## src/sv/lorawan_adaptive_data_rate_defines.svh

```systemverilog
// Assertion macros for the adaptive data rate block.
`ifndef LORAWAN_ADAPTIVE_DATA_RATE_DEFINES_SVH
`define LORAWAN_ADAPTIVE_DATA_RATE_DEFINES_SVH
`ifndef SYNTHESIS
`define LADR_ASSERT_IMPL(lbl, clk, rst, ante, cons) \
   lbl: assert property (@(posedge clk) disable iff (rst) (ante) |-> (cons)) \
      else $error("ladr assertion failed");
`define LADR_ASSERT_NEXT(lbl, clk, rst, ante, cons) \
   lbl: assert property (@(posedge clk) disable iff (rst) (ante) |=> (cons)) \
      else $error("ladr assertion failed");
`else
`define LADR_ASSERT_IMPL(lbl, clk, rst, ante, cons)
`define LADR_ASSERT_NEXT(lbl, clk, rst, ante, cons)
`endif
`endif

```

## src/sv/ladr_pkg.sv

```systemverilog
// Shared types, constants and codes of the adaptive data rate block.
package ladr_pkg;

   localparam int HISTORY_DEPTH_DEF = 128;
   localparam int MAX_GATEWAYS_DEF  = 16;
   localparam int MIN_TX_POWER      = 2;
   localparam int MAX_TX_POWER      = 14;
   localparam int QDB_PER_STEP      = 12;

   localparam int PWR_W = 11;
   localparam int SNR_W = 12;
   localparam int RNG_W = 7;
   localparam int DIV_W = 20;
   localparam int DVS_W = 7;

   localparam logic [1:0] MODE_AVG = 2'd0;
   localparam logic [1:0] MODE_MAX = 2'd1;
   localparam logic [1:0] MODE_MIN = 2'd2;

   localparam logic [1:0] ST_ADR_OFF   = 2'd0;
   localparam logic [1:0] ST_SHORT     = 2'd1;
   localparam logic [1:0] ST_NO_CHANGE = 2'd2;
   localparam logic [1:0] ST_COMMAND   = 2'd3;

   localparam logic [2:0] REG_GW_MODE    = 3'd0;
   localparam logic [2:0] REG_HIST_MODE  = 3'd1;
   localparam logic [2:0] REG_HIST_RANGE = 3'd2;
   localparam logic [2:0] REG_PWR_ADJ    = 3'd3;
   localparam logic [2:0] REG_MARGIN     = 3'd4;
   localparam logic [2:0] REG_NOISE      = 3'd5;
   localparam logic [2:0] REG_THR_TABLE  = 3'd6;
   localparam logic [2:0] REG_MAX_DR     = 3'd7;

   typedef struct packed {
      logic                    start;
      logic signed [DIV_W-1:0] dividend;
      logic [DVS_W-1:0]        divisor;
   } div_req_type;

   typedef struct packed {
      logic                    busy;
      logic                    done;
      logic signed [DIV_W-1:0] quotient;
   } div_rsp_type;

endpackage

```

## src/sv/ladr_ram.sv

```systemverilog
// Generic single-port-write, registered-read RAM.
module ladr_ram #(
   parameter int WIDTH = 12,
   parameter int DEPTH = 128,
   parameter int AW    = (DEPTH > 1) ? $clog2(DEPTH) : 1
) (
   input  logic             clock,
   input  logic             we,
   input  logic [AW-1:0]    waddr,
   input  logic [WIDTH-1:0] wdata,
   input  logic [AW-1:0]    raddr,
   output logic [WIDTH-1:0] rdata
);

   logic [WIDTH-1:0] mem_ff [DEPTH];
   logic [WIDTH-1:0] rdata_ff;

   always_ff @(posedge clock) begin
      if (we) begin
         mem_ff[waddr] <= wdata;
      end
      rdata_ff <= mem_ff[raddr];
   end

   assign rdata = rdata_ff;

endmodule

```

## src/sv/ladr_div.sv

```systemverilog
// Shared bit-serial signed floor divider by a small positive divisor.
module ladr_div (
   input  logic                  clock,
   input  logic                  reset,
   input  ladr_pkg::div_req_type div_req,
   output ladr_pkg::div_rsp_type div_rsp
);
   import ladr_pkg::*;

   localparam int CNT_W = $clog2(DIV_W + 1);

   logic             busy_ff, busy_in;
   logic             done_ff, done_in;
   logic             neg_ff, neg_in;
   logic [CNT_W-1:0] cnt_ff, cnt_in;
   logic [DIV_W-1:0] quo_ff, quo_in;
   logic [DVS_W-1:0] rem_ff, rem_in;
   logic [DVS_W-1:0] dvs_ff, dvs_in;
   logic [DVS_W:0]   trial;
   logic [DIV_W-1:0] mag;

   always_comb begin
      busy_in = busy_ff;
      done_in = 1'b0;
      neg_in  = neg_ff;
      cnt_in  = cnt_ff;
      quo_in  = quo_ff;
      rem_in  = rem_ff;
      dvs_in  = dvs_ff;
      trial   = {rem_ff, quo_ff[DIV_W-1]};
      mag     = div_req.dividend[DIV_W-1] ? DIV_W'(-div_req.dividend) : div_req.dividend;
      if (div_req.start) begin
         busy_in = 1'b1;
         cnt_in  = '0;
         quo_in  = mag;
         rem_in  = '0;
         neg_in  = div_req.dividend[DIV_W-1];
         dvs_in  = div_req.divisor;
      end else if (busy_ff) begin
         if (trial >= {1'b0, dvs_ff}) begin
            rem_in = DVS_W'(trial - {1'b0, dvs_ff});
            quo_in = {quo_ff[DIV_W-2:0], 1'b1};
         end else begin
            rem_in = trial[DVS_W-1:0];
            quo_in = {quo_ff[DIV_W-2:0], 1'b0};
         end
         cnt_in = cnt_ff + 1'b1;
         if (cnt_ff == CNT_W'(DIV_W - 1)) begin
            busy_in = 1'b0;
            done_in = 1'b1;
         end
      end
   end

   always_ff @(posedge clock) begin
      if (reset) begin
         busy_ff <= 1'b0;
         done_ff <= 1'b0;
      end else begin
         busy_ff <= busy_in;
         done_ff <= done_in;
      end
   end

   always_ff @(posedge clock) begin
      neg_ff <= neg_in;
      cnt_ff <= cnt_in;
      quo_ff <= quo_in;
      rem_ff <= rem_in;
      dvs_ff <= dvs_in;
   end

   // floor for negative dividends: -q, or -q-1 when a remainder is left
   assign div_rsp.busy     = busy_ff;
   assign div_rsp.done     = done_ff;
   assign div_rsp.quotient = !neg_ff ? quo_ff : ((rem_ff != '0) ? ~quo_ff : -quo_ff);

endmodule

```

## src/sv/lorawan_adaptive_data_rate.sv

```systemverilog
// Top level: per-device adaptive data rate sequencer with SNR history ring.
//
// Channel | Dir | Contents
// req     | in  | tdata: rx_power_qdb, adr_bit, current_data_rate, current_tx_power;
//         |     | tuser: req_type; tlast: last_gateway
// rsp     | out | tdata: reply_needed, new_data_rate, new_tx_power, tx_power_index;
//         |     | tuser: adr_status
// csr     | in  | write enable, register index, 64-bit write data
//
// Reception word: a closing one also passes S_CLOSE, and S_GDIV with averaging.
// ADR word: goes straight to S_FINISH without a history walk; otherwise S_WALK reads
// the history RAM (one history RAM read per cycle), then the shared divider runs a pass
// for the history average (S_HDIV, averaging only) and one for the steps (S_SDIV),
// with S_MARGIN before the steps and S_ADJUST and S_FINISH after them.
// req_tready is low while a word is in work. A result waits in the output register;
// a further ADR word stalls only when it has its own result ready to load.
// Reset is synchronous; the history RAM needs no clearing pass.
`include "lorawan_adaptive_data_rate_defines.svh"
module lorawan_adaptive_data_rate #(
   parameter int HISTORY_DEPTH = ladr_pkg::HISTORY_DEPTH_DEF,
   parameter int MAX_GATEWAYS  = ladr_pkg::MAX_GATEWAYS_DEF
) (
   input  logic        clock,
   input  logic        reset,
   input  logic        req_tvalid,
   output logic        req_tready,
   // [10:0] rx_power_qdb, [11] adr_bit, [14:12] current_data_rate,
   // [19:15] current_tx_power, [23:20] zero
   input  logic [23:0] req_tdata,
   // [0] req_type
   input  logic        req_tuser,
   input  logic        req_tlast,
   output logic        rsp_tvalid,
   input  logic        rsp_tready,
   // [0] reply_needed, [3:1] new_data_rate, [8:4] new_tx_power,
   // [11:9] tx_power_index, [15:12] zero
   output logic [15:0] rsp_tdata,
   // [1:0] adr_status
   output logic [1:0]  rsp_tuser,
   input  logic        csr_we,
   input  logic [2:0]  csr_addr,
   input  logic [63:0] csr_wdata
);
   import ladr_pkg::*;

   localparam int PTR_W  = (HISTORY_DEPTH > 1) ? $clog2(HISTORY_DEPTH) : 1;
   localparam int GCNT_W = $clog2(MAX_GATEWAYS + 1);
   localparam int GSUM_W = PWR_W + GCNT_W;
   localparam int HSUM_W = SNR_W + RNG_W;
   localparam int MRG_W  = SNR_W + 1;

   localparam logic [3:0] S_IDLE   = 4'd0;
   localparam logic [3:0] S_CLOSE  = 4'd1;
   localparam logic [3:0] S_GDIV   = 4'd2;
   localparam logic [3:0] S_WALK   = 4'd3;
   localparam logic [3:0] S_HDIV   = 4'd4;
   localparam logic [3:0] S_MARGIN = 4'd5;
   localparam logic [3:0] S_SDIV   = 4'd6;
   localparam logic [3:0] S_ADJUST = 4'd7;
   localparam logic [3:0] S_FINISH = 4'd8;

   localparam logic [5:0] MIN6 = 6'(MIN_TX_POWER);
   localparam logic [5:0] MAX6 = 6'(MAX_TX_POWER);

   function automatic logic [2:0] power_index(input logic [4:0] p);
      logic [2:0] idx;
      if (p >= 5'd14)      idx = 3'd0;
      else if (p >= 5'd12) idx = 3'd1;
      else if (p >= 5'd10) idx = 3'd2;
      else if (p >= 5'd8)  idx = 3'd3;
      else if (p >= 5'd6)  idx = 3'd4;
      else if (p >= 5'd4)  idx = 3'd5;
      else if (p >= 5'd2)  idx = 3'd6;
      else                 idx = 3'd7;
      return idx;
   endfunction

   // configuration
   logic [1:0]              gmode_ff, hmode_ff;
   logic [RNG_W-1:0]        hrange_ff;
   logic                    pae_ff;
   logic signed [9:0]       dmargin_ff;
   logic signed [PWR_W-1:0] noise_ff;
   logic [63:0]             thr_tbl_ff;
   logic [2:0]              mdr_ff;

   // control
   logic [3:0]        state_ff, state_in;
   logic [GCNT_W-1:0] gcnt_ff, gcnt_in;
   logic [PTR_W-1:0]  wp_ff, wp_in;
   logic [7:0]        pcount_ff, pcount_in;
   logic [RNG_W-1:0]  issue_ff, issue_in;
   logic              rd_pend_ff, rd_pend_in;
   logic              first_ff, first_in;
   logic              rsp_valid_ff, rsp_valid_in;

   // payload
   logic signed [GSUM_W-1:0] gsum_ff, gsum_in;
   logic signed [PWR_W-1:0]  gmax_ff, gmax_in, gmin_ff, gmin_in;
   logic [PTR_W-1:0]         rd_ptr_ff, rd_ptr_in;
   logic [RNG_W-1:0]         range_ff, range_in;
   logic signed [HSUM_W-1:0] hsum_ff, hsum_in;
   logic signed [SNR_W-1:0]  hmax_ff, hmax_in, hmin_ff, hmin_in;
   logic signed [SNR_W-1:0]  snr_ff, snr_in;
   logic [2:0]               cur_dr_ff, cur_dr_in;
   logic [4:0]               cur_tx_ff, cur_tx_in;
   logic                     sneg_ff, sneg_in;
   logic [5:0]               smag_ff, smag_in;
   logic [1:0]               status_ff, status_in;
   logic [2:0]               res_dr_ff, res_dr_in;
   logic [4:0]               res_tx_ff, res_tx_in;
   logic [1:0]               rsp_status_ff, rsp_status_in;
   logic [2:0]               rsp_dr_ff, rsp_dr_in;
   logic [4:0]               rsp_tx_ff, rsp_tx_in;

   // combinational
   logic                     req_acc;
   logic signed [PWR_W-1:0]  rx_pwr;
   logic [RNG_W-1:0]         rng;
   logic signed [PWR_W-1:0]  pw_sel;
   logic signed [SNR_W-1:0]  snr_wr;
   logic signed [SNR_W-1:0]  hval;
   logic signed [7:0]        thr;
   logic signed [MRG_W-1:0]  margin;
   logic [DIV_W-1:0]         absq;
   logic [2:0]               dr_room, up;
   logic [5:0]               rem;
   logic [5:0]               dn_room, up_room;
   logic [5:0]               dn, kup;
   logic [5:0]               tx_dn, tx_sum, tx_up;
   logic [4:0]               tx_new;
   logic [2:0]               dr_new;
   logic                     ram_we;
   logic [SNR_W-1:0]         ram_rdata;
   div_req_type              div_req;
   div_rsp_type              div_rsp;

   assign req_acc    = req_tvalid && req_tready;
   assign req_tready = (state_ff == S_IDLE);
   assign rx_pwr     = req_tdata[10:0];

   always_comb begin
      if (hrange_ff == '0) begin
         rng = RNG_W'(1);
      end else if (32'(hrange_ff) > HISTORY_DEPTH) begin
         rng = RNG_W'(HISTORY_DEPTH);
      end else begin
         rng = hrange_ff;
      end
   end

   assign pw_sel = (state_ff == S_GDIV) ? div_rsp.quotient[PWR_W-1:0] :
                   ((gmode_ff == MODE_MIN) ? gmin_ff : gmax_ff);
   assign snr_wr = SNR_W'(pw_sel) - SNR_W'(noise_ff);
   assign hval   = ram_rdata;
   assign thr    = thr_tbl_ff[{cur_dr_ff, 3'b000} +: 8];
   assign margin = MRG_W'(snr_ff) - MRG_W'(thr) - MRG_W'(dmargin_ff);
   assign absq   = div_rsp.quotient[DIV_W-1] ? DIV_W'(-div_rsp.quotient) : div_rsp.quotient;

   // step application: rate first, then 2 dB power steps; negative steps only raise power
   always_comb begin
      dr_room = (cur_dr_ff < mdr_ff) ? mdr_ff - cur_dr_ff : 3'd0;
      up      = (smag_ff < {3'b000, dr_room}) ? smag_ff[2:0] : dr_room;
      rem     = smag_ff - {3'b000, up};
      dn_room = ({1'b0, cur_tx_ff} > MIN6) ? ({1'b0, cur_tx_ff} - MIN6 + 6'd1) >> 1 : 6'd0;
      dn      = (rem < dn_room) ? rem : dn_room;
      tx_dn   = ({dn[4:0], 1'b0} > {1'b0, cur_tx_ff}) ? 6'd0 :
                {1'b0, cur_tx_ff} - {dn[4:0], 1'b0};
      up_room = ({1'b0, cur_tx_ff} < MAX6) ? (MAX6 - {1'b0, cur_tx_ff} + 6'd1) >> 1 : 6'd0;
      kup     = (smag_ff < up_room) ? smag_ff : up_room;
      tx_sum  = {1'b0, cur_tx_ff} + {kup[4:0], 1'b0};
      tx_up   = (tx_sum > 6'd31) ? 6'd31 : tx_sum;
      if (!sneg_ff && smag_ff != '0) begin
         dr_new = cur_dr_ff + up;
         tx_new = tx_dn[4:0];
      end else if (sneg_ff) begin
         dr_new = cur_dr_ff;
         tx_new = tx_up[4:0];
      end else begin
         dr_new = cur_dr_ff;
         tx_new = cur_tx_ff;
      end
      if (!pae_ff) begin
         tx_new = cur_tx_ff;
      end
   end

   always_comb begin
      state_in      = state_ff;
      gcnt_in       = gcnt_ff;
      wp_in         = wp_ff;
      pcount_in     = pcount_ff;
      issue_in      = issue_ff;
      rd_pend_in    = 1'b0;
      first_in      = first_ff;
      gsum_in       = gsum_ff;
      gmax_in       = gmax_ff;
      gmin_in       = gmin_ff;
      rd_ptr_in     = rd_ptr_ff;
      range_in      = range_ff;
      hsum_in       = hsum_ff;
      hmax_in       = hmax_ff;
      hmin_in       = hmin_ff;
      snr_in        = snr_ff;
      cur_dr_in     = cur_dr_ff;
      cur_tx_in     = cur_tx_ff;
      sneg_in       = sneg_ff;
      smag_in       = smag_ff;
      status_in     = status_ff;
      res_dr_in     = res_dr_ff;
      res_tx_in     = res_tx_ff;
      rsp_status_in = rsp_status_ff;
      rsp_dr_in     = rsp_dr_ff;
      rsp_tx_in     = rsp_tx_ff;
      rsp_valid_in  = rsp_valid_ff && !rsp_tready;
      ram_we        = 1'b0;
      div_req       = '0;

      unique case (state_ff)
         S_IDLE: begin
            if (req_acc && !req_tuser) begin
               if (32'(gcnt_ff) < MAX_GATEWAYS) begin
                  if (gcnt_ff == '0) begin
                     gmax_in = rx_pwr;
                     gmin_in = rx_pwr;
                  end else begin
                     if (rx_pwr > gmax_ff) gmax_in = rx_pwr;
                     if (rx_pwr < gmin_ff) gmin_in = rx_pwr;
                  end
                  gsum_in = gsum_ff + GSUM_W'(rx_pwr);
                  gcnt_in = gcnt_ff + 1'b1;
               end
               if (req_tlast) begin
                  state_in = S_CLOSE;
               end
            end else if (req_acc) begin
               cur_dr_in = req_tdata[14:12];
               cur_tx_in = req_tdata[19:15];
               res_dr_in = req_tdata[14:12];
               res_tx_in = req_tdata[19:15];
               range_in  = rng;
               issue_in  = '0;
               first_in  = 1'b1;
               rd_ptr_in = (wp_ff == '0) ? PTR_W'(HISTORY_DEPTH - 1) : wp_ff - 1'b1;
               if (!req_tdata[11]) begin
                  status_in = ST_ADR_OFF;
                  state_in  = S_FINISH;
               end else if (pcount_ff < {1'b0, rng}) begin
                  status_in = ST_SHORT;
                  state_in  = S_FINISH;
               end else begin
                  state_in = S_WALK;
               end
            end
         end
         S_CLOSE, S_GDIV: begin
            if (state_ff == S_CLOSE && gmode_ff == MODE_AVG) begin
               div_req.start    = 1'b1;
               div_req.dividend = DIV_W'(gsum_ff);
               div_req.divisor  = DVS_W'(gcnt_ff);
               state_in         = S_GDIV;
            end else if (state_ff == S_CLOSE || div_rsp.done) begin
               ram_we    = 1'b1;
               wp_in     = (32'(wp_ff) == HISTORY_DEPTH - 1) ? '0 : wp_ff + 1'b1;
               pcount_in = (pcount_ff == 8'hFF) ? pcount_ff : pcount_ff + 1'b1;
               gsum_in   = '0;
               gmax_in   = '0;
               gmin_in   = '0;
               gcnt_in   = '0;
               state_in  = S_IDLE;
            end
         end
         S_WALK: begin
            if (issue_ff < range_ff) begin
               issue_in   = issue_ff + 1'b1;
               rd_pend_in = 1'b1;
               rd_ptr_in  = (rd_ptr_ff == '0) ? PTR_W'(HISTORY_DEPTH - 1) : rd_ptr_ff - 1'b1;
            end
            if (rd_pend_ff) begin
               first_in = 1'b0;
               if (first_ff) begin
                  hsum_in = HSUM_W'(hval);
                  hmax_in = hval;
                  hmin_in = hval;
               end else begin
                  hsum_in = hsum_ff + HSUM_W'(hval);
                  if (hval > hmax_ff) hmax_in = hval;
                  if (hval < hmin_ff) hmin_in = hval;
               end
            end else if (issue_ff == range_ff) begin
               if (hmode_ff == MODE_AVG) begin
                  div_req.start    = 1'b1;
                  div_req.dividend = DIV_W'(hsum_ff);
                  div_req.divisor  = DVS_W'(range_ff);
                  state_in         = S_HDIV;
               end else begin
                  snr_in   = (hmode_ff == MODE_MIN) ? hmin_ff : hmax_ff;
                  state_in = S_MARGIN;
               end
            end
         end
         S_HDIV: begin
            if (div_rsp.done) begin
               snr_in   = div_rsp.quotient[SNR_W-1:0];
               state_in = S_MARGIN;
            end
         end
         S_MARGIN: begin
            div_req.start    = 1'b1;
            div_req.dividend = DIV_W'(margin);
            div_req.divisor  = DVS_W'(QDB_PER_STEP);
            state_in         = S_SDIV;
         end
         S_SDIV: begin
            if (div_rsp.done) begin
               sneg_in  = div_rsp.quotient[DIV_W-1];
               smag_in  = (absq > DIV_W'(63)) ? 6'd63 : absq[5:0];
               state_in = S_ADJUST;
            end
         end
         S_ADJUST: begin
            res_dr_in = dr_new;
            res_tx_in = tx_new;
            status_in = (dr_new != cur_dr_ff || tx_new != cur_tx_ff) ? ST_COMMAND : ST_NO_CHANGE;
            state_in  = S_FINISH;
         end
         S_FINISH: begin
            if (!rsp_valid_ff || rsp_tready) begin
               rsp_valid_in  = 1'b1;
               rsp_status_in = status_ff;
               rsp_dr_in     = res_dr_ff;
               rsp_tx_in     = res_tx_ff;
               state_in      = S_IDLE;
            end
         end
         default: state_in = S_IDLE;
      endcase
   end

   always_ff @(posedge clock) begin
      if (reset) begin
         gmode_ff   <= MODE_MAX;
         hmode_ff   <= MODE_MAX;
         hrange_ff  <= RNG_W'(20);
         pae_ff     <= 1'b1;
         dmargin_ff <= '0;
         noise_ff   <= -11'sd468;
         thr_tbl_ff <= '0;
         mdr_ff     <= 3'd5;
      end else if (csr_we) begin
         unique case (csr_addr)
            REG_GW_MODE:    gmode_ff   <= csr_wdata[1:0];
            REG_HIST_MODE:  hmode_ff   <= csr_wdata[1:0];
            REG_HIST_RANGE: hrange_ff  <= csr_wdata[RNG_W-1:0];
            REG_PWR_ADJ:    pae_ff     <= csr_wdata[0];
            REG_MARGIN:     dmargin_ff <= csr_wdata[9:0];
            REG_NOISE:      noise_ff   <= csr_wdata[PWR_W-1:0];
            REG_THR_TABLE:  thr_tbl_ff <= csr_wdata;
            REG_MAX_DR:     mdr_ff     <= csr_wdata[2:0];
         endcase
      end
   end

   always_ff @(posedge clock) begin
      if (reset) begin
         state_ff     <= S_IDLE;
         gcnt_ff      <= '0;
         wp_ff        <= '0;
         pcount_ff    <= '0;
         issue_ff     <= '0;
         rd_pend_ff   <= 1'b0;
         first_ff     <= 1'b0;
         rsp_valid_ff <= 1'b0;
         gsum_ff      <= '0;
         gmax_ff      <= '0;
         gmin_ff      <= '0;
      end else begin
         state_ff     <= state_in;
         gcnt_ff      <= gcnt_in;
         wp_ff        <= wp_in;
         pcount_ff    <= pcount_in;
         issue_ff     <= issue_in;
         rd_pend_ff   <= rd_pend_in;
         first_ff     <= first_in;
         rsp_valid_ff <= rsp_valid_in;
         gsum_ff      <= gsum_in;
         gmax_ff      <= gmax_in;
         gmin_ff      <= gmin_in;
      end
   end

   always_ff @(posedge clock) begin
      rd_ptr_ff     <= rd_ptr_in;
      range_ff      <= range_in;
      hsum_ff       <= hsum_in;
      hmax_ff       <= hmax_in;
      hmin_ff       <= hmin_in;
      snr_ff        <= snr_in;
      cur_dr_ff     <= cur_dr_in;
      cur_tx_ff     <= cur_tx_in;
      sneg_ff       <= sneg_in;
      smag_ff       <= smag_in;
      status_ff     <= status_in;
      res_dr_ff     <= res_dr_in;
      res_tx_ff     <= res_tx_in;
      rsp_status_ff <= rsp_status_in;
      rsp_dr_ff     <= rsp_dr_in;
      rsp_tx_ff     <= rsp_tx_in;
   end

   ladr_ram #(
      .WIDTH (SNR_W),
      .DEPTH (HISTORY_DEPTH),
      .AW    (PTR_W)
   ) u_hist_ram (
      .clock (clock),
      .we    (ram_we),
      .waddr (wp_ff),
      .wdata (snr_wr),
      .raddr (rd_ptr_ff),
      .rdata (ram_rdata)
   );

   ladr_div u_div (
      .clock   (clock),
      .reset   (reset),
      .div_req (div_req),
      .div_rsp (div_rsp)
   );

   assign rsp_tvalid = rsp_valid_ff;
   assign rsp_tuser  = rsp_status_ff;
   assign rsp_tdata  = {4'b0000, power_index(rsp_tx_ff), rsp_tx_ff, rsp_dr_ff,
                        (rsp_status_ff == ST_COMMAND)};

   `LADR_ASSERT_IMPL(a_div_free, clock, reset, div_req.start, !div_rsp.busy)
   `LADR_ASSERT_IMPL(a_walk_bound, clock, reset, state_ff == S_WALK, issue_ff <= range_ff)
   `LADR_ASSERT_NEXT(a_busy_after_adr, clock, reset, req_acc && req_tuser, !req_tready)
   `LADR_ASSERT_IMPL(a_gw_bound, clock, reset, 1'b1, 32'(gcnt_ff) <= MAX_GATEWAYS)

endmodule

```

## config.mk

```make
export PLATFORM = sky130hd
export DESIGN_NAME = lorawan_adaptive_data_rate
export DESIGN_NICKNAME = d
export VERILOG_FILES = /design/src/sv/ladr_pkg.sv /design/src/sv/ladr_ram.sv /design/src/sv/ladr_div.sv /design/src/sv/lorawan_adaptive_data_rate.sv
export VERILOG_INCLUDE_DIRS = /design/src /design/src/sv
export SDC_FILE = /design/constraint.sdc
export NUM_CORES = 2
export LEC_CHECK = 0
export BUFFER_PORTS_ARGS = -buffer_cell sky130_fd_sc_hd__clkbuf_2
export CORE_MARGIN = 5
export CORE_UTILIZATION = 50
export DETAILED_ROUTE_END_ITERATION = 8
export PLACE_DENSITY = 0.66
export SYNTH_ARGS = -nofsm -noshare
export SYNTH_HDL_FRONTEND = slang
export SYNTH_SLANG_ARGS = --single-unit
```

## constraint.sdc

```tcl
create_clock -name clock -period 17.6 [get_ports clock]
set_input_delay 3.52 -clock clock [delete_from_list [all_inputs] [get_ports clock]]
set_output_delay 3.52 -clock clock [all_outputs]
set_load 0.005 [all_outputs]
```

**Yosys cells after proc, flatten, opt, wreduce, memory -nomap -nowiden**

Memory sizes are Yosys's and may differ from the RTL's. A register that Yosys moved wholly into a read port is not among the register bits.
Cells that the tools add are included.

- Flip-flop bits (word level): 318
- Latch bits: 0
- Bits in writable memories: 1536
- Memory bits (read-only): 0
- Input bits: 98
- Output and inout bits: 20
- Word-level logic and storage cells: 321
- Memories: 1

- Add/sub/neg operators: 25
- Multiply operators: 0
- Div/mod/pow operators: 0
- Magnitude comparators: 24
- Eq/ne operators: 44
- Shift operators: 1
- Multiplexer cells: 121
- Bitwise logic cells: 6
- Reduce and logical (&&, ||, !) cells: 57

Memories:

| memory | words | width | read ports | clocked after memory_dff | wr ports | RTL line | text |
|---|---|---|---|---|---|---|---|
| u_hist_ram.mem_ff | 128 | 12 | 1 | 1 | 1 | ladr_ram.sv:15 | `logic [WIDTH-1:0] mem_ff [DEPTH];` |

Operators with widths:

| kind | count |
|---|---|
| 11-bit 2-to-1 mux | 12 |
| 20-bit 2-to-1 mux | 6 |
| 28-bit 2-to-1 mux | 4 |
| 12-bit 2-to-1 mux | 9 |
| 28-bit case mux with 3 select lines | 1 |
| 7-bit 2-to-1 mux | 11 |
| 5-bit 2-to-1 mux | 15 |
| 16-bit 2-to-1 mux | 4 |
| 64-bit by 7-bit variable part select with 8-bit output | 1 |
| 20-bit negation | 3 |
| 4-bit 2-to-1 mux | 12 |
| 11-bit case mux with 2 select lines | 2 |
| 16-bit case mux with 2 select lines | 1 |
| 4-bit case mux with 8 select lines | 1 |
| 7-bit case mux with 2 select lines | 2 |
| 3-bit 2-to-1 mux | 9 |
| 12-bit case mux with 2 select lines | 1 |
| 2-bit AND reduction | 11 |
| 7-bit zero test | 3 |
| 5-bit by 4-bit greater-or-equal comparator with 1-bit output, second input constant | 4 |
| 20-bit by 6-bit > comparator with 1-bit output, second input constant | 1 |
| 20-bit NOT | 1 |
| 5-bit case mux with 2 select lines | 2 |
| 19-bit by 12-bit adder with 19-bit output | 1 |
| other kinds (77) | 161 |

**Longest topological paths before layout**

- Depth in word-level cells: 15
- Gate-level depth with buffers: 37
- Depth with buffers taken out: 35

**Modules after synthesis**

From an unflattened synthesis, not the netlist that was laid out.

- Cell total of the unflattened synthesis: 4766
- Area, all modules: 80053.0 sq um

Modules (own cells, without submodules):

| module | times used | cells an instance | area an instance (sq um) | sequential area each (sq um) |
|---|---|---|---|---|
| ladr_ram | 1 | 2362 | 59131.7 | 46364.5 |
| lorawan_adaptive_data_rate | 1 | 2090 | 18072.3 | 6566.3 |
| ladr_div | 1 | 314 | 2849.0 | 1121.1 |

**Least setup slack after synthesis**

Ideal clock, no wire load.

- Path kind: register to register
- Start: register u_div.neg_ff
- End: memory u_hist_ram.mem_ff[0][10], data pin
- Library setup time: 0.927 ns
- Arrival: 6.838 ns
- Required time: 16.673 ns
- Path slack: 9.836 ns
- Cell stages (with the launch flop): 20
- Buffers on the path: 3
- Clock period less this slack: 7.764 ns
- Cells stage by stage: edfxtp_1 -> clkbuf_1 -> clkbuf_1 -> clkbuf_1 -> nand2_1 -> xnor2_1 -> a21oi_1 -> ha_1 -> inv_1 -> fa_1 -> a21o_1 -> a21oi_1 -> o21ai_0 -> a21oi_1 -> nand2b_1 -> a21boi_0 -> o21ai_0 -> nand2b_1 -> a21oi_1 -> xnor2_1

- Word-level cells in the longest chain between the ends: 3

RTL lines:

| element | RTL line | text |
|---|---|---|
| from (decl) | ladr_div.sv:14 | `logic neg_ff, neg_in;` |
| from (signal assigned) | ladr_div.sv:66 | `neg_ff <= neg_in;` |
| 20-bit 2-to-1 mux | ladr_div.sv:76 | `assign div_rsp.quotient = !neg_ff ? quo_ff : ((rem_ff != '0) ? ~quo_ff : -quo_ff);` |
| 11-bit 2-to-1 mux | lorawan_adaptive_data_rate.sv:152 | `assign pw_sel = (state_ff == S_GDIV) ? div_rsp.quotient[PWR_W-1:0] :` |
| 11-bit by 11-bit subtractor with 12-bit output | lorawan_adaptive_data_rate.sv:154 | `assign snr_wr = SNR_W'(pw_sel) - SNR_W'(noise_ff);` |
| via snr_wr[10] | lorawan_adaptive_data_rate.sv:121 | `logic signed [SNR_W-1:0] snr_wr;` |
| to (decl) | ladr_ram.sv:15 |  |

The timed path passes the listed nets, and every way through them passes these cells.

**Final worst setup path**

- Start: register cur_dr_ff[1]
- End: register status_ff[0], data pin

- Word-level cells in the longest chain between the ends: 15
- Elaborated cells on any way between the ends: 20
- Classes of those cells: 4 x add/sub; 4 x order compare; 2 x eq/ne; 9 x mux; 1 x reduce/logical

RTL lines:

| element | RTL line | text |
|---|---|---|
| from (decl) | lorawan_adaptive_data_rate.sv:105 | `logic [2:0] cur_dr_ff, cur_dr_in;` |
| from (signal assigned) | lorawan_adaptive_data_rate.sv:399 | `cur_dr_ff <= cur_dr_in;` |
| 3-bit subtractor or 3-bit less-than comparator (tied branches) | lorawan_adaptive_data_rate.sv:162 | `dr_room = (cur_dr_ff < mdr_ff) ? mdr_ff - cur_dr_ff : 3'd0;` |
| 3-bit 2-to-1 mux | lorawan_adaptive_data_rate.sv:162 |  |
| 6-bit by 3-bit less-than comparator with 1-bit output | lorawan_adaptive_data_rate.sv:163 | `up = (smag_ff < {3'b000, dr_room}) ? smag_ff[2:0] : dr_room;` |
| 3-bit 2-to-1 mux | lorawan_adaptive_data_rate.sv:163 |  |
| 6-bit by 3-bit subtractor with 6-bit output | lorawan_adaptive_data_rate.sv:164 | `rem = smag_ff - {3'b000, up};` |
| 6-bit by 5-bit less-than comparator with 1-bit output | lorawan_adaptive_data_rate.sv:166 | `dn = (rem < dn_room) ? rem : dn_room;` |
| 5-bit 2-to-1 mux | lorawan_adaptive_data_rate.sv:166 |  |
| 5-bit subtractor or 6-bit by 5-bit > comparator with 1-bit output (tied branches) | lorawan_adaptive_data_rate.sv:168, lorawan_adaptive_data_rate.sv:167 |  |
| 5-bit 2-to-1 mux | lorawan_adaptive_data_rate.sv:167 | `tx_dn = ({dn[4:0], 1'b0} > {1'b0, cur_tx_ff}) ? 6'd0 :` |
| 5-bit 2-to-1 mux | lorawan_adaptive_data_rate.sv:173 | `if (!sneg_ff && smag_ff != '0) begin` |
| 5-bit 2-to-1 mux | lorawan_adaptive_data_rate.sv:183 | `if (!pae_ff) begin` |
| 5-bit inequality test | lorawan_adaptive_data_rate.sv:324 | `status_in = (dr_new != cur_dr_ff \|\| tx_new != cur_tx_ff) ? ST_COMMAND : ST_NO_CHANGE;` |
| 1-bit logical OR * | lorawan_adaptive_data_rate.sv:324 |  |
| 1-bit 2-to-1 mux * | lorawan_adaptive_data_rate.sv:324 |  |
| 2-bit case mux with 2 select lines * | lorawan_adaptive_data_rate.sv:219 | `unique case (state_ff)` |
| via status_in[0] | lorawan_adaptive_data_rate.sv:109 | `logic [1:0] status_ff, status_in;` |
| to (signal assigned) | lorawan_adaptive_data_rate.sv:403 | `status_ff <= status_in;` |
| to (decl) | lorawan_adaptive_data_rate.sv:109 |  |

The timed path passes the listed nets; every way through them passes the cells marked *.
A chain may end at the register's enable or synchronous reset.

==> metrics.md <==
| Metric | Value |
|---|---|
| Outcome | finished, final reports clean |
| Worst-path clk slew | 0.06 ns |
| Most common cell after layout, fill and taps aside | edfxtp_1 |
| Cts bufs inserted | 189 |
| Vias in the first global route | around 46000 |
| Max-cap violations | 0 |
| RSZ-0062 raised after global routing | no |
| Largest family of logic cells by synthesized area | multiplexers |
| Fin crit share | between 40% and 50% |
| Clk sinks | approximately 1900 |
| CTS tree | done |
| Yosys Warn Count | 0 |
| FFs w/ async S/R, synth | 0% |
| GRT Resource Usage Total | ~23% |
| Largest stage delay, worst path | about 0.66 ns |
| 1st-pass router iterations | 7 |
| Peak supply drop | 0.000109 V |
| Routed WL per cell | roughly 26 µm |
| Hold Crit Class | register to register |
| Slew of the pin with the lowest slew margin | around 1.4 ns |
| Core Footprint | 160000 µm² |
| Post-Syn Instances | between 5000 and 6000 |
| Most used cell, CP | ha_1 |
| Synth Area in Adders | 3.06% |
| Largest area contributor in the netlist | edfxtp_1 |
| Synth unique cells | a little over 90 |
| Die extent in x | approximately 410 µm |
| Gr ovfl total | 0 |
| Synth Area in Simple Gates | under 10% |
| Number of synthesized flops with an enable pin | approximately 1700 |
| CTS Buffer Depth | 3 |
| Setup_tns | 0 ns |
| Die ar. | 169000 µm² |
| Post_cts resized | 0 |
| Worst path buffer plus inverter count | 4 |
| CTS root buf | clkbuf_16 |
| Final Wtd Congestion | 0.891 |
| CP Launch Type | register |
| CP required | 18.14 ns |
| H-tree Lvls | 4 |
| Top cell type's share of synthesized area | roughly 62% |
| Syn_area_per_cell | approximately 15 µm² |
| CP max-delay cell | a211oi_1 |
| Post-route design area | roughly 90000 µm² |
| Fmax | ~130 MHz |
| Layout Skew | ~0.07 ns |
| Post-Synth XOR/XNOR Area | under 10% |
| Placement row count | about 150 |
| Pleak | ~0.031 µW |
| DRC errors left | 0 |
| Nets | 5643 |
| Compound-Gate Fraction of Synth Area | between 7 and 8% |
| Post-synthesis mux area share | 13.1% |
| I/O Buffers | approximately 110 |
| Sequential share of the synthesized area | approximately 67% |
| WL final | between 150 and 200 mm |
| Placement Cell Area | around 84000 µm² |
| Fillers | 12413 |
| Slew Limit Fails | 0 |
| Antenna-violating nets left | 0 |
| DR vias/cell | 6.00 |
| Die Y | about 400 µm |
| Final Hold Vio Count | 0 |
| DRT iter0 DRCs | 4755 |
| Rel. slew slack | approximately 7.5% |
| PD cells | approximately 120 nW/µm² |
| Worst Setup End Kind | register |
| Final setup violation count | 0 |
| Worst-skew pair later-pin latency | ~0.86 ns |
| Worst reg-to-reg setup slack | ~10 ns |
| # hold bufs at CTS | 0 |
| Layout area overhead | 12.1% |
| Routed vias | between 40000 and 50000 |
| Most frequent cells in the layout | edfxtp_1 (1668), nor2_1 (337), nand2_1 (335), mux4_2 (328), a21oi_1 (305) |
| Initial core utilization | 50.2% |
| Arr. time, crit path | ~8.4 ns |
| CP delay by family, top | compound AO/OA/AOI/OAI gates |
| Primary FF master, synth | edfxtp_1 |
| Largest net degree at the start of global routing | around 120 |
| Top cells by area, synth | edfxtp_1 (62%), mux4_2 (9.2%), dfxtp_1 (4.9%), mux2i_1 (2.7%), ha_1 (2.5%) |
| Final HPWL DP | 123 mm |
| Yosys reg bits | between 1500 and 2000 |
| Post-synthesis instance area | roughly 80000 µm² |
| Ports | 118 |
| Post-CTS setup buffers | 0 |
| Post-route minimum period | about 8 ns |
| Worst setup path class | register to register |
| First-pass GRT wire length | 292 mm |
| Share of cells above drive strength 1 | roughly 18% |
| Crit path max fanout | 19 |
| Antenna violations before repair | 4 |
## cell families (layout without fill, tap and decap cells)
kind of cell | after synthesis | count (layout)
other | 2 | 6
adder cells (fa/ha/maj) | 184 | 184
flip-flops | 1866 | 1866
XOR/XNOR | 122 | 122
buffers and inverters | 444 | 769
AND/OR/NAND/NOR | 1056 | 1056
AO/OA/AOI/OAI | 894 | 894
multiplexers | 631 | 631
## synth_stat cells, types with 34 or more instances
cell and instances:
inv_1 170, xnor2_1 59, a21o_1 34, a211oi_1 36, edfxtp_1 1668, buf_1 37, nor2_1 350, a21oi_1 305
dfxtp_1 198, mux2i_1 218, clkbuf_1 192, nor3_1 71, xor2_1 62, o221ai_1 55, nand3_1 65, ha_1 163
nand2b_1 42, o22ai_1 58, nand2_1 336, mux2_2 85, o21ai_0 195, mux4_2 328
## metal layers
metal,track usage (%),vias to the layer above,wire length [µm]
met5,0.230,-,71
met4,8.23,6,7190
met3,3.69,349,14100
met2,37.4,1735,94400
met1,31.8,23425,80500
li1,-,20607,-
## metrics by stage
stage	worst slack [ns]	power, µW	utilization (%)	hold slack [ns]	instances
after floorplan	9.84	6050	-	0.400	5202
after global placement	9.80	6410	52.2	0.403	7330
after detailed placement	9.79	6450	52.2	0.405	7330
after CTS	9.74	10500	56.2	0.425	7687
after global routing	9.04	10700	56.2	0.435	7687
final	9.76	10400	56.2	0.423	7688
## final timing paths
| kind | start | depth (start not counted) | to |
|---|---|---|---|
| max | cur_dr_ff[1]$_DFFE_PP_ | 33 | status_ff[0]$_DFFE_PP_ |
| min | res_dr_ff[1]$_DFFE_PP_ | 0 | rsp_dr_ff[1]$_DFFE_PP_ |
| max reg2reg | cur_dr_ff[1]$_DFFE_PP_ | 33 | status_ff[0]$_DFFE_PP_ |
| min reg2reg | res_dr_ff[1]$_DFFE_PP_ | 0 | rsp_dr_ff[1]$_DFFE_PP_ |
## cell type report
type	instances	area, µm²	share of cell area, %
sequential	1866	54100	60.0
multi-input combinational	2892	24700	27.4
timing repair buffer	240	1560	1.73
tap	2160	2700	3.00
clock buffer	238	5070	5.63
antenna	1	2.50	0.00278
inverter	172	649	0.721
clock inverter	119	1310	1.45
## flip-flops by register name, indices dropped and copies added (netlist names), 6 cells and up
signal	cells
u_hist_ram.mem_ff	1536
thr_tbl_ff	64
u_div.quo_ff	20
hsum_ff	19
gsum_ff	16
hmax_ff	12
hmin_ff	12
snr_ff	12
u_hist_ram.rdata	12
gmax_ff	11
gmin_ff	11
noise_ff	11
dmargin_ff	10
pcount_ff	8
hrange_ff	7
issue_ff	7
range_ff	7
rd_ptr_ff	7
u_div.dvs_ff	7
u_div.rem_ff	7
wp_ff	7
smag_ff	6
## report_power, final
part / total, µW / switching, µW / leakage, µW / internal [µW]
combinational: 1010 / 785 / 0.0114 / 228
clock: 4030 / 1740 / 0.00310 / 2290
sequential: 5340 / 34.5 / 0.0166 / 5310
Power figures use the tool's default switching activity.
